--- src/hdl/alt_pkg.sv ---
// package for the audio level tracker: sizes, register codes, sequencer states, damping helper
package alt_pkg;

  localparam int WINDOW_DEPTH = 60;
  localparam int SAMPLE_BITS  = 10;
  localparam int WIDE_BITS    = SAMPLE_BITS + 1;
  localparam int IDX_W        = $clog2(WINDOW_DEPTH);
  localparam int CNT_W        = $clog2(WINDOW_DEPTH + 1);
  localparam int IN_W         = ((SAMPLE_BITS + 7) / 8) * 8;
  localparam int OUT_FIELDS_W = 3 * SAMPLE_BITS + WIDE_BITS;
  localparam int OUT_W        = ((OUT_FIELDS_W + 7) / 8) * 8;
  localparam int ADDR_W       = 4;

  localparam logic [SAMPLE_BITS-1:0] SMOOTH_RESET  = SAMPLE_BITS'(10);
  localparam logic [SAMPLE_BITS-1:0] NOISE_RESET   = SAMPLE_BITS'(10);
  localparam logic [SAMPLE_BITS-1:0] SPREAD_RESET  = SAMPLE_BITS'(10);
  localparam logic [WIDE_BITS-1:0]   MAX_AVG_RESET = WIDE_BITS'(512);

  // register index, taken from paddr[3:2]
  typedef enum logic [1:0] {
    REG_DC_OFFSET   = 2'd0,
    REG_NOISE_LEVEL = 2'd1,
    REG_MIN_SPREAD  = 2'd2,
    REG_UNUSED      = 2'd3
  } reg_idx_t;

  typedef enum logic [3:0] {
    ST_IDLE,
    ST_OFFSET,
    ST_GATE,
    ST_STORE,
    ST_SCAN,
    ST_DRAIN,
    ST_SPREAD,
    ST_AVG_LO,
    ST_AVG_HI,
    ST_DONE
  } state_t;

  // (63*avg + x) >> 6
  function automatic logic [WIDE_BITS-1:0] damp64(input logic [WIDE_BITS-1:0] avg,
                                                  input logic [WIDE_BITS-1:0] x);
    logic [WIDE_BITS+6:0] acc;
    acc = (WIDE_BITS + 7)'({avg, 6'b000000}) - (WIDE_BITS + 7)'(avg)
          + (WIDE_BITS + 7)'(x);
    return acc[WIDE_BITS+5:6];
  endfunction

endpackage

--- src/hdl/audio_level_tracker.sv ---
// top level of the audio level tracker: sequencer, window memory and shared datapath
//
// One sample request in gives one result request out. Each sample walks a small
// sequencer: offset removal, noise gate, smoothing plus window write, then a serial
// min/max scan of the window through its single registered read port (one entry per
// cycle), spread enforcement and two 1/64 damping steps on a shared adder. A new
// sample cannot be accepted until the sequence, which includes the scan of the
// 60-entry window, has run through and the sequencer is back in idle: in_tready is
// high only while the sequencer idles. The finished result sits in an output
// register, so the next sample can be accepted while it waits for out_tready.
// Window entries not yet written since reset read as zero through a fill count,
// so no clearing pass is needed. Configuration registers must be written through
// the APB-style port only while the block is idle; the block itself does not
// enforce this.
module audio_level_tracker (
  input  logic                            clk,
  input  logic                            rst_n,
  // sample request
  input  logic                            in_tvalid,
  output logic                            in_tready,
  input  logic [alt_pkg::IN_W-1:0]        in_tdata,     // [9:0] sample
  // result request
  output logic                            out_tvalid,
  input  logic                            out_tready,
  output logic [alt_pkg::OUT_W-1:0]       out_tdata,    // [9:0] raw_level, [19:10] smoothed_level,
                                                        // [29:20] min_level_avg, [40:30] max_level_avg
  // configuration
  input  logic                            cfg_psel,
  input  logic                            cfg_penable,
  input  logic                            cfg_pwrite,
  input  logic [alt_pkg::ADDR_W-1:0]      cfg_paddr,
  input  logic [31:0]                     cfg_pwdata,
  output logic [31:0]                     cfg_prdata,
  output logic                            cfg_pready
);

  localparam int SB = alt_pkg::SAMPLE_BITS;
  localparam int WB = alt_pkg::WIDE_BITS;
  localparam int IW = alt_pkg::IDX_W;
  localparam int CW = alt_pkg::CNT_W;
  localparam logic [IW-1:0] LAST_IDX  = IW'(alt_pkg::WINDOW_DEPTH - 1);
  localparam logic [CW-1:0] FULL_CNT  = CW'(alt_pkg::WINDOW_DEPTH);

  // configuration registers
  logic [SB-1:0] dc_offset_r, noise_level_r, min_spread_r;
  alt_pkg::reg_idx_t cfg_idx;
  logic          cfg_wr;

  // sequencer
  alt_pkg::state_t state_r, state_nxt;

  // working registers
  logic [SB-1:0] raw_r, raw_nxt;
  logic [SB-1:0] n_r, n_nxt;
  logic [SB-1:0] smooth_r, smooth_nxt;
  logic [SB-1:0] min_avg_r, min_avg_nxt;
  logic [WB-1:0] max_avg_r, max_avg_nxt;
  logic [SB-1:0] lo_r, lo_nxt;
  logic [WB-1:0] hi_r, hi_nxt;
  logic [IW-1:0] slot_r, slot_nxt;
  logic [CW-1:0] fill_r, fill_nxt;
  logic [IW-1:0] rd_addr_r, rd_addr_nxt;

  // window memory and its registered read
  logic [SB-1:0] window_mem [alt_pkg::WINDOW_DEPTH];
  logic [SB-1:0] mem_q_r;
  logic [IW-1:0] q_idx_r;
  logic          q_vld_r;
  logic          mem_we;

  // result register
  logic                       out_vld_r, out_vld_nxt;
  logic [alt_pkg::OUT_W-1:0]  out_data_r, out_data_nxt;

  // shared alu and helpers
  logic [SB-1:0] alu_a, alu_b;
  logic [SB:0]   alu_diff;
  logic [WB-1:0] damp_avg, damp_x, damp_res;
  logic [SB+3:0] smooth_acc;
  logic [SB-1:0] scan_val;
  logic [WB-1:0] spread_sum;
  logic [SB-1:0] spread_gap;
  logic          in_acc, out_acc;

  assign in_acc  = in_tvalid & in_tready;
  assign out_acc = out_tvalid & out_tready;

  // ---------------- configuration port ----------------
  assign cfg_pready = 1'b1;
  assign cfg_idx    = alt_pkg::reg_idx_t'(cfg_paddr[3:2]);
  assign cfg_wr     = cfg_psel & cfg_penable & cfg_pwrite & cfg_pready;

  always_comb begin
    unique case (cfg_idx)
      alt_pkg::REG_DC_OFFSET:   cfg_prdata = 32'(dc_offset_r);
      alt_pkg::REG_NOISE_LEVEL: cfg_prdata = 32'(noise_level_r);
      alt_pkg::REG_MIN_SPREAD:  cfg_prdata = 32'(min_spread_r);
      default:                  cfg_prdata = 32'd0;
    endcase
  end

  always_ff @(posedge clk) begin
    if (!rst_n) begin
      dc_offset_r   <= '0;
      noise_level_r <= alt_pkg::NOISE_RESET;
      min_spread_r  <= alt_pkg::SPREAD_RESET;
    end else if (cfg_wr) begin
      unique case (cfg_idx)
        alt_pkg::REG_DC_OFFSET:   dc_offset_r   <= cfg_pwdata[SB-1:0];
        alt_pkg::REG_NOISE_LEVEL: noise_level_r <= cfg_pwdata[SB-1:0];
        alt_pkg::REG_MIN_SPREAD:  min_spread_r  <= cfg_pwdata[SB-1:0];
        default: ;
      endcase
    end
  end

  // ---------------- shared arithmetic ----------------
  // subtractor with borrow in the top bit
  always_comb begin
    alu_a = n_r;
    alu_b = noise_level_r;
    if (state_r == alt_pkg::ST_OFFSET) begin
      alu_a = raw_r;
      alu_b = dc_offset_r;
    end
  end
  assign alu_diff = {1'b0, alu_a} - {1'b0, alu_b};

  // one damping adder shared by the min and max averages
  assign damp_avg = (state_r == alt_pkg::ST_AVG_HI) ? max_avg_r : WB'(min_avg_r);
  assign damp_x   = (state_r == alt_pkg::ST_AVG_HI) ? hi_r : WB'(lo_r);
  assign damp_res = alt_pkg::damp64(damp_avg, damp_x);

  // (7*lvl + n) >> 3
  assign smooth_acc = (SB + 4)'({smooth_r, 3'b000}) - (SB + 4)'(smooth_r) + (SB + 4)'(n_r);

  // never-written entries read as zero
  assign scan_val   = (CW'(q_idx_r) < fill_r) ? mem_q_r : '0;
  assign spread_sum = WB'(lo_r) + WB'(min_spread_r);
  assign spread_gap = hi_r[SB-1:0] - lo_r;

  // ---------------- sequencer: next state ----------------
  always_comb begin
    state_nxt = state_r;
    unique case (state_r)
      alt_pkg::ST_IDLE:   if (in_acc) state_nxt = alt_pkg::ST_OFFSET;
      alt_pkg::ST_OFFSET: state_nxt = alt_pkg::ST_GATE;
      alt_pkg::ST_GATE:   state_nxt = alt_pkg::ST_STORE;
      alt_pkg::ST_STORE:  state_nxt = alt_pkg::ST_SCAN;
      alt_pkg::ST_SCAN:   if (rd_addr_r == LAST_IDX) state_nxt = alt_pkg::ST_DRAIN;
      alt_pkg::ST_DRAIN:  state_nxt = alt_pkg::ST_SPREAD;
      alt_pkg::ST_SPREAD: state_nxt = alt_pkg::ST_AVG_LO;
      alt_pkg::ST_AVG_LO: state_nxt = alt_pkg::ST_AVG_HI;
      alt_pkg::ST_AVG_HI: state_nxt = alt_pkg::ST_DONE;
      alt_pkg::ST_DONE:   if (!out_vld_r || out_tready) state_nxt = alt_pkg::ST_IDLE;
      default:            state_nxt = alt_pkg::ST_IDLE;
    endcase
  end

  // ---------------- sequencer: outputs and datapath ----------------
  always_comb begin
    in_tready    = (state_r == alt_pkg::ST_IDLE);
    mem_we       = 1'b0;
    raw_nxt      = raw_r;
    n_nxt        = n_r;
    smooth_nxt   = smooth_r;
    min_avg_nxt  = min_avg_r;
    max_avg_nxt  = max_avg_r;
    lo_nxt       = lo_r;
    hi_nxt       = hi_r;
    slot_nxt     = slot_r;
    fill_nxt     = fill_r;
    rd_addr_nxt  = rd_addr_r;
    out_vld_nxt  = out_vld_r & ~out_tready;
    out_data_nxt = out_data_r;

    // min/max compare on the registered read data
    if (q_vld_r) begin
      if (q_idx_r == '0) begin
        lo_nxt = scan_val;
        hi_nxt = WB'(scan_val);
      end else begin
        if (scan_val < lo_r) lo_nxt = scan_val;
        if (WB'(scan_val) > hi_r) hi_nxt = WB'(scan_val);
      end
    end

    unique case (state_r)
      alt_pkg::ST_IDLE: begin
        if (in_acc) raw_nxt = in_tdata[SB-1:0];
      end
      alt_pkg::ST_OFFSET: begin
        n_nxt = alu_diff[SB] ? '0 : alu_diff[SB-1:0];
      end
      alt_pkg::ST_GATE: begin
        // at or below the noise level gates to zero
        n_nxt = (alu_diff[SB] || alu_diff == '0) ? '0 : alu_diff[SB-1:0];
      end
      alt_pkg::ST_STORE: begin
        mem_we      = 1'b1;
        smooth_nxt  = smooth_acc[SB+2:3];
        slot_nxt    = (slot_r == LAST_IDX) ? '0 : slot_r + IW'(1);
        if (fill_r != FULL_CNT) fill_nxt = fill_r + CW'(1);
        rd_addr_nxt = '0;
      end
      alt_pkg::ST_SCAN: begin
        if (rd_addr_r != LAST_IDX) rd_addr_nxt = rd_addr_r + IW'(1);
      end
      alt_pkg::ST_DRAIN: ;
      alt_pkg::ST_SPREAD: begin
        if (spread_gap < min_spread_r) hi_nxt = spread_sum;
      end
      alt_pkg::ST_AVG_LO: begin
        min_avg_nxt = damp_res[SB-1:0];
      end
      alt_pkg::ST_AVG_HI: begin
        max_avg_nxt = damp_res;
      end
      alt_pkg::ST_DONE: begin
        if (!out_vld_r || out_tready) begin
          out_vld_nxt  = 1'b1;
          out_data_nxt = alt_pkg::OUT_W'({max_avg_r, min_avg_r, smooth_r, raw_r});
        end
      end
      default: ;
    endcase
  end

  assign out_tvalid = out_vld_r;
  assign out_tdata  = out_data_r;

  // ---------------- window memory ----------------
  always_ff @(posedge clk) begin
    if (mem_we) window_mem[slot_r] <= n_r;
    mem_q_r <= window_mem[rd_addr_r];
    q_idx_r <= rd_addr_r;
  end

  // ---------------- registers ----------------
  always_ff @(posedge clk) begin
    if (!rst_n) begin
      state_r   <= alt_pkg::ST_IDLE;
      smooth_r  <= alt_pkg::SMOOTH_RESET;
      min_avg_r <= '0;
      max_avg_r <= alt_pkg::MAX_AVG_RESET;
      slot_r    <= '0;
      fill_r    <= '0;
      rd_addr_r <= '0;
      q_vld_r   <= 1'b0;
      out_vld_r <= 1'b0;
    end else begin
      state_r   <= state_nxt;
      smooth_r  <= smooth_nxt;
      min_avg_r <= min_avg_nxt;
      max_avg_r <= max_avg_nxt;
      slot_r    <= slot_nxt;
      fill_r    <= fill_nxt;
      rd_addr_r <= rd_addr_nxt;
      q_vld_r   <= (state_r == alt_pkg::ST_SCAN);
      out_vld_r <= out_vld_nxt;
    end
  end

  always_ff @(posedge clk) begin
    raw_r      <= raw_nxt;
    n_r        <= n_nxt;
    lo_r       <= lo_nxt;
    hi_r       <= hi_nxt;
    out_data_r <= out_data_nxt;
  end

  // ---------------- assertions ----------------
`ifndef SYNTH
  a_fill_bound: assert property (@(posedge clk) disable iff (!rst_n)
    fill_r <= FULL_CNT)
    else $error("window fill count beyond depth");

  a_slot_tracks_fill: assert property (@(posedge clk) disable iff (!rst_n)
    (fill_r != FULL_CNT) |-> (CW'(slot_r) == fill_r))
    else $error("write slot and fill count disagree before the window fills");

  a_result_from_done: assert property (@(posedge clk) disable iff (!rst_n)
    $rose(out_vld_r) |-> $past(state_r == alt_pkg::ST_DONE))
    else $error("result raised outside the final step");

  a_accept_starts_work: assert property (@(posedge clk) disable iff (!rst_n)
    in_acc |=> (state_r == alt_pkg::ST_OFFSET))
    else $error("accepted sample did not start the sequence");

  a_scan_ends_last: assert property (@(posedge clk) disable iff (!rst_n)
    (state_r == alt_pkg::ST_DRAIN) |-> (q_vld_r && q_idx_r == LAST_IDX))
    else $error("window scan did not end on the last entry");
`endif

endmodule
--- config.mk ---
export PLATFORM = sky130hd
export DESIGN_NAME = audio_level_tracker
export DESIGN_NICKNAME = d
export VERILOG_FILES = /design/src/hdl/alt_pkg.sv /design/src/hdl/audio_level_tracker.sv
export SDC_FILE = /design/constraint.sdc
export NUM_CORES = 1
export LEC_CHECK = 0
export BUFFER_PORTS_ARGS = -buffer_cell sky130_fd_sc_hd__buf_2
export CAP_MARGIN = 20
export CORE_MARGIN = 2
export CORE_UTILIZATION = 29
export CTS_BUF_LIST = sky130_fd_sc_hd__clkbuf_4 sky130_fd_sc_hd__clkbuf_8
export DETAILED_ROUTE_END_ITERATION = 6
export GPL_TIMING_DRIVEN = 0
export SYNTH_ARGS = -nofsm -noshare
export SYNTH_HDL_FRONTEND = slang
export SYNTH_SLANG_ARGS = --single-unit
--- constraint.sdc ---
create_clock -name clk -period 5 [get_ports clk]
set_input_delay 1 -clock clk [delete_from_list [all_inputs] [get_ports clk]]
set_output_delay 1 -clock clk [all_outputs]
set_load 0.05 [all_outputs]
### After elaboration in Yosys (flattened, before gate mapping)

Memories as Yosys holds them, arrays and structs flattened. A register that Yosys moved wholly into a read port is not among the register bits.
Index checks and enable logic that the tools add are counted.

* register bits after elaboration: 173
* memory bits (writable): 600
* bits of input ports: 59
* output and inout port bits: 83
* word-level logic and storage cells: 104
* memories: 1

Memory list
* window_mem: depth 60, bits a word 10, read ports 1, clocked after memory_dff 1, write ports 1, RTL line audio_level_tracker.sv:65 `logic [SB-1:0] window_mem [alt_pkg::WINDOW_DEPTH];`

* $add $sub $neg: 10
* order comparisons: 4
* equality and inequality tests: 19
* multiplexer cells: 28
* bitwise operators: 5
* reductions and logical operators: 19

Operator list (count)
* two-way mux 11 bit: 7
* two-way mux 10 bit: 7
* case mux 4 bit (10 select lines): 1
* case mux 10 bit (3 select lines): 1
* less-than comparator 10 bit: 2
* case mux 10 bit (2 select lines): 1
* adder 6 x 1 -> 6 bit (second input constant): 3
* adder 17 x 11 -> 17 bit: 1
* subtractor 17 x 11 -> 17 bit: 1
* equality test 4 x 3 -> 1 bit (second input constant): 4
* AND reduction 2 bit: 8
* adder 13 x 10 -> 13 bit: 1
* subtractor 13 x 10 -> 13 bit: 1
* equality test 6 bit (second input constant): 2
* two-way mux 4 bit: 3
* two-way mux 6 bit: 2
* inequality test 6 bit (second input constant): 2
* case mux 6 bit (2 select lines): 1
* adder 10 x 10 -> 11 bit: 1
* greater-than comparator 10 x 11 -> 1 bit: 1
* zero test 11 bit: 1
* subtractor 10 x 10 -> 11 bit: 1
* subtractor 10 bit: 1
* equality test 4 x 2 -> 1 bit (second input constant): 2
* other kinds (17): 30

### Depth between registers and ports, before layout

* depth after elaboration: 8
* gate-level depth with buffers: 17
* depth with buffers taken out: 16

### Worst setup path before layout

OpenSTA, ideal clock, no wires.

* kind: register to register
* start point: register state_r[3]
* end point: register min_avg_r[8]
* setup time: 117 ps
* arrival: 4035 ps
* data required time: 4883 ps
* path slack: 848 ps
* stages on the path, launching flop included: 14
* path buffers: 2
* period minus slack after synthesis: 4152 ps
* path through: dfxtp_1 -> clkbuf_1 -> nor4b_1 -> clkbuf_1 -> mux2i_1 -> fa_1 -> inv_1 -> ha_1 -> a21o_1 -> a21oi_1 -> o221ai_4 -> or4_1 -> nand3_1 -> o21ai_1

* longest elaborated chain between the ends: 4
* elaborated cells between the ends (all ways): 6
* those cells by class: add/sub (2); eq/ne (2); mux (2)

RTL lines
* start, declared: RTL line audio_level_tracker.sv:50 `alt_pkg::state_t state_r, state_nxt;`
* start signal, assigned: RTL line audio_level_tracker.sv:242 `state_r <= alt_pkg::ST_IDLE;`
* start signal, assigned: RTL line audio_level_tracker.sv:252 `state_r <= state_nxt;`
* equality test 4 bit: RTL line audio_level_tracker.sv:130, audio_level_tracker.sv:131
* two-way mux 11 bit: RTL line audio_level_tracker.sv:130 `assign damp_avg = (state_r == alt_pkg::ST_AVG_HI) ? max_avg_r : WB'(min_avg_r);`
* subtractor 17 x 11 -> 17 bit: RTL line alt_pkg.sv:44 `acc = (WIDE_BITS + 7)'({avg, 6'b000000}) - (WIDE_BITS + 7)'(avg)`
* adder 17 x 11 -> 17 bit: RTL line alt_pkg.sv:45 `+ (WIDE_BITS + 7)'(x);`
* end signal, assigned: RTL line audio_level_tracker.sv:254 `min_avg_r <= min_avg_nxt;`
* end, declared: RTL line audio_level_tracker.sv:56 `logic [SB-1:0] min_avg_r, min_avg_nxt;`

Several ways; a longest one is shown, not always the timed one.
A chain may end at the register's enable or synchronous reset.

### Final worst setup path

* start point: register state_r[3]
* end point: register min_avg_r[5]

The elaborated chain is that of the path after synthesis.

==> impl_metrics.toml <==
[clocking]
clkTransAtPathRegs_ps = 70
clk_latency_ps = 790
cts_buffers = 120
cts_hold_buffers = 0
cts_tree = "yes"
clock_sinks = 783
cts_setup_buffers = 0
cts_root_buf = "clkbuf_8"
clock_path_buffers = 3
htreeDepth = 3

[drt]
first_pass_iters = 7
vias = 19265
postRouteWirelength_mm = 82.8
dr.first_iter.drc_count = 1510
drc = 0
vias_per_cell = 4.80
postRouteAntennaNets = 0
wl_per_cell_um = 20.6

[synth]
yosysMostFrequentCell = "edfxtp_1"
ys_types = 67
synth_area_um2 = 33800
ys_ff_latch = 783
yosys_warnings = 0
yosys-top-cells-count = "671 x edfxtp_1, 180 x mux4_2, 151 x nand2_1"
synth_edf_count = 671
avgSynthCellArea_um2 = 15.9
ys_top_cells_by_area = "edfxtp_1 60%, mux4_2 12%, dfxtp_1 6.6%, ha_1 3.6%, mux2i_1 2.0%"
syn-instance-count = 2125
async_flop_share_pct = 0
ys_seq_area_share_pct = 66.3
synth_ff_type = "edfxtp_1"
synth_top_cell_area_share_pct = 59.7
yosys.area.top_type = "edfxtp_1"

[critical_path]
worstPathRequired_ps = 5660
critPathKind = "reg2reg"
r2r_end = "min_avg_r[5]$_SDFFE_PN0P_"
crit_path_end_kind = "flop"
r2r_cells = 12
cp_max_fo = 10
setup.worst_path.start_class = "flop"
crit_arrival_ps = 5420
rrSetupSlack_ps = 240
timing.rr.start = "state_r[3]$_SDFFE_PN0P_"

[floorplanning]
die_area_um2 = 119000
initial_utilization_pct = 29.1
die_h_um = 345
ios = 142
core_area_um2 = 116000
rows = 125
die_x_um = 345

[global_routing]
grt_max_degree = 33
antenna_found_initial = 2
grt_remaining_overflow = 0
grt_pass1_vias = 19002
grtUsageTotal_pct = 13.7
grt_pass1_wl_mm = 123

[cells_and_area]
fillers = 11055
regArea_um2 = 22400
final_cell_count_no_fill = 4013
final_area_um2 = 39400
area_growth_pct = 16.6
num-nets-final = 2560
multi_input_area_um2 = 10500
drive_above_1_share_pct = 22.9

[timing]
setup_slack_ps = 242
clock.fmax_mhz = 210
period_share_pct = 95.2
finalMaxSlewViolations = 0
setup_viol = 0
tightest_slew_ps = 1110
rsz0062_at_grt = "false"
tns_ps = 0
min_period_ps = 4760
holdWs_ps = 357
finalHoldViolCount = 0
clock_skew_ps = 40.4
relSlewSlack_pct = 25.5

[worst_hold_path]
worstHoldStart = "rd_addr_r[3]$_SDFFE_PN0P_"
hold_class = "reg2reg"
holdPathStages = 0
min_to = "q_idx_r[3]$_DFF_P_"

[placement]
io_buffers = 80
place_ws_ps = 12.4
placement.cell_area_um2 = 36900
gp_congestion = 0.829
place_inst = 3787
dpl.hpwl_mm = 58.6

[pwr]
p_leak_nw = 13.0
ir_drop_mv = 0.237
power_density_nw_per_um2 = 410

[status]
outcome = "complete, no violations"

[run]
maxCapViolCount = 0
-- routing by layer --
layer | wire, um | vias to the layer above | track usage, %
met4 | 2240 | 0 | 4.44
met5 | 0 | - | 0
met2 | 38300 | 598 | 21.6
met1 | 37600 | 9829 | 19.0
li1 | - | 8698 | -
met3 | 4610 | 140 | 2.54
-- sequential cells by signal, indices dropped and copies added (netlist names), 10 cells and up --
register / flops
raw_r: 10
window_mem: 600
max_avg_r: 11
min_avg_r: 10
hi_r: 11
smooth_r: 10
dc_offset_r: 10
lo_r: 10
min_spread_r: 10
noise_level_r: 10
mem_q_r: 10
out_tdata: 41
n_r: 10
-- how the worst max path moves through the flow --
stage | startpoint | to | cells past startpoint
after floorplan | state_r[3]$_SDFFE_PN0P_ | min_avg_r[8]$_SDFFE_PN0P_ | 13
after detailed placement | state_r[1]$_SDFFE_PN0P_ | n_r[3]$_DFFE_PP_ | 12
after global placement | state_r[1]$_SDFFE_PN0P_ | n_r[3]$_DFFE_PP_ | 12
after CTS | state_r[3]$_SDFFE_PN0P_ | min_avg_r[5]$_SDFFE_PN0P_ | 13
after global routing | state_r[3]$_SDFFE_PN0P_ | min_avg_r[5]$_SDFFE_PN0P_ | 12
final | state_r[3]$_SDFFE_PN0P_ | min_avg_r[5]$_SDFFE_PN0P_ | 12
-- layout make-up --
class                      instances  area share (%)
tap                             1524            4.84
inverter                         100           0.953
clock inverter                    49           0.931
buffer                           130            1.61
multi-input combinational       1140            26.7
timing repair buffer             114            2.76
antenna                            3          0.0191
clock buffer                     170            5.32
sequential                       783            56.8
-- power by group --
part	internal, mW	switching (mW)	total (mW)	leakage (nW)
Combinational	1.05	1.55	2.60	4.77
Clock	2.87	2.55	5.43	1.31
Sequential	7.87	0.255	8.12	6.97
-- repair_timing --
| item | in CTS | in global routing |
|---|---|---|
| gates resized for setup | 0 | 7 |
| endpoints found under the setup margin | 1 | 24 |
| gates cloned | 0 | 0 |
-- through the flow --
stage                     utilization (%)  total power [mW]
after CTS                            33.9              16.3
after floorplan                         -              9.61
after global routing                 34.0              16.8
after detailed placement             31.8              10.9
after global placement               31.2              10.4
final                                34.0              16.1
-- cell families (layout without fill, tap and decap cells) --
| kind of cell | after synthesis | after routing | share of synthesized area [%] |
|---|---|---|---|
| and+or+nand+nor | 441 | 441 | 6.02 |
| adders and majority gates | 112 | 112 | 4.48 |
| other | 2 | 33 | 0.0222 |
| buffers and inverters | 230 | 563 | 2.99 |
| AOI/OAI and AO/OA | 255 | 255 | 4.71 |
| xor gates and xnor gates | 47 | 47 | 1.22 |
| muxes | 255 | 255 | 14.3 |
| DFF | 783 | 783 | 66.3 |
-- worst max-delay path, cell delays in order, from the launching register on --
cell,delay [ps]
dfxtp_1,380
clkbuf_1,370
nor4b_4,550
clkbuf_1,480
o21ai_0,290
fa_1,540
ha_1,380
o21a_1,240
a221oi_1,630
o21ai_0,200
xnor2_1,340
nand2_1,100
a21oi_1,150
-- placed cells by master, fill, tap and decap left out, types with 20 or more instances in the layout --
cell type	netlist	layout
xor2_1	21	21
mux2i_1	68	68
clkbuf_1	63	61
buf_4	31	35
clkbuf_4	0	39
clkinv_1	0	20
xnor2_1	26	26
conb_1	2	30
dfxtp_1	112	112
mux4_2	180	180
a21oi_1	84	84
nor2b_1	21	21
o21ai_0	58	58
buf_2	23	104
inv_1	100	100
edfxtp_1	671	671
nand3_1	42	42
clkbuf_8	0	131
nand2_1	151	151
ha_1	97	97
nor2_1	126	125
No activity file was read; power rests on OpenSTA's default activity.
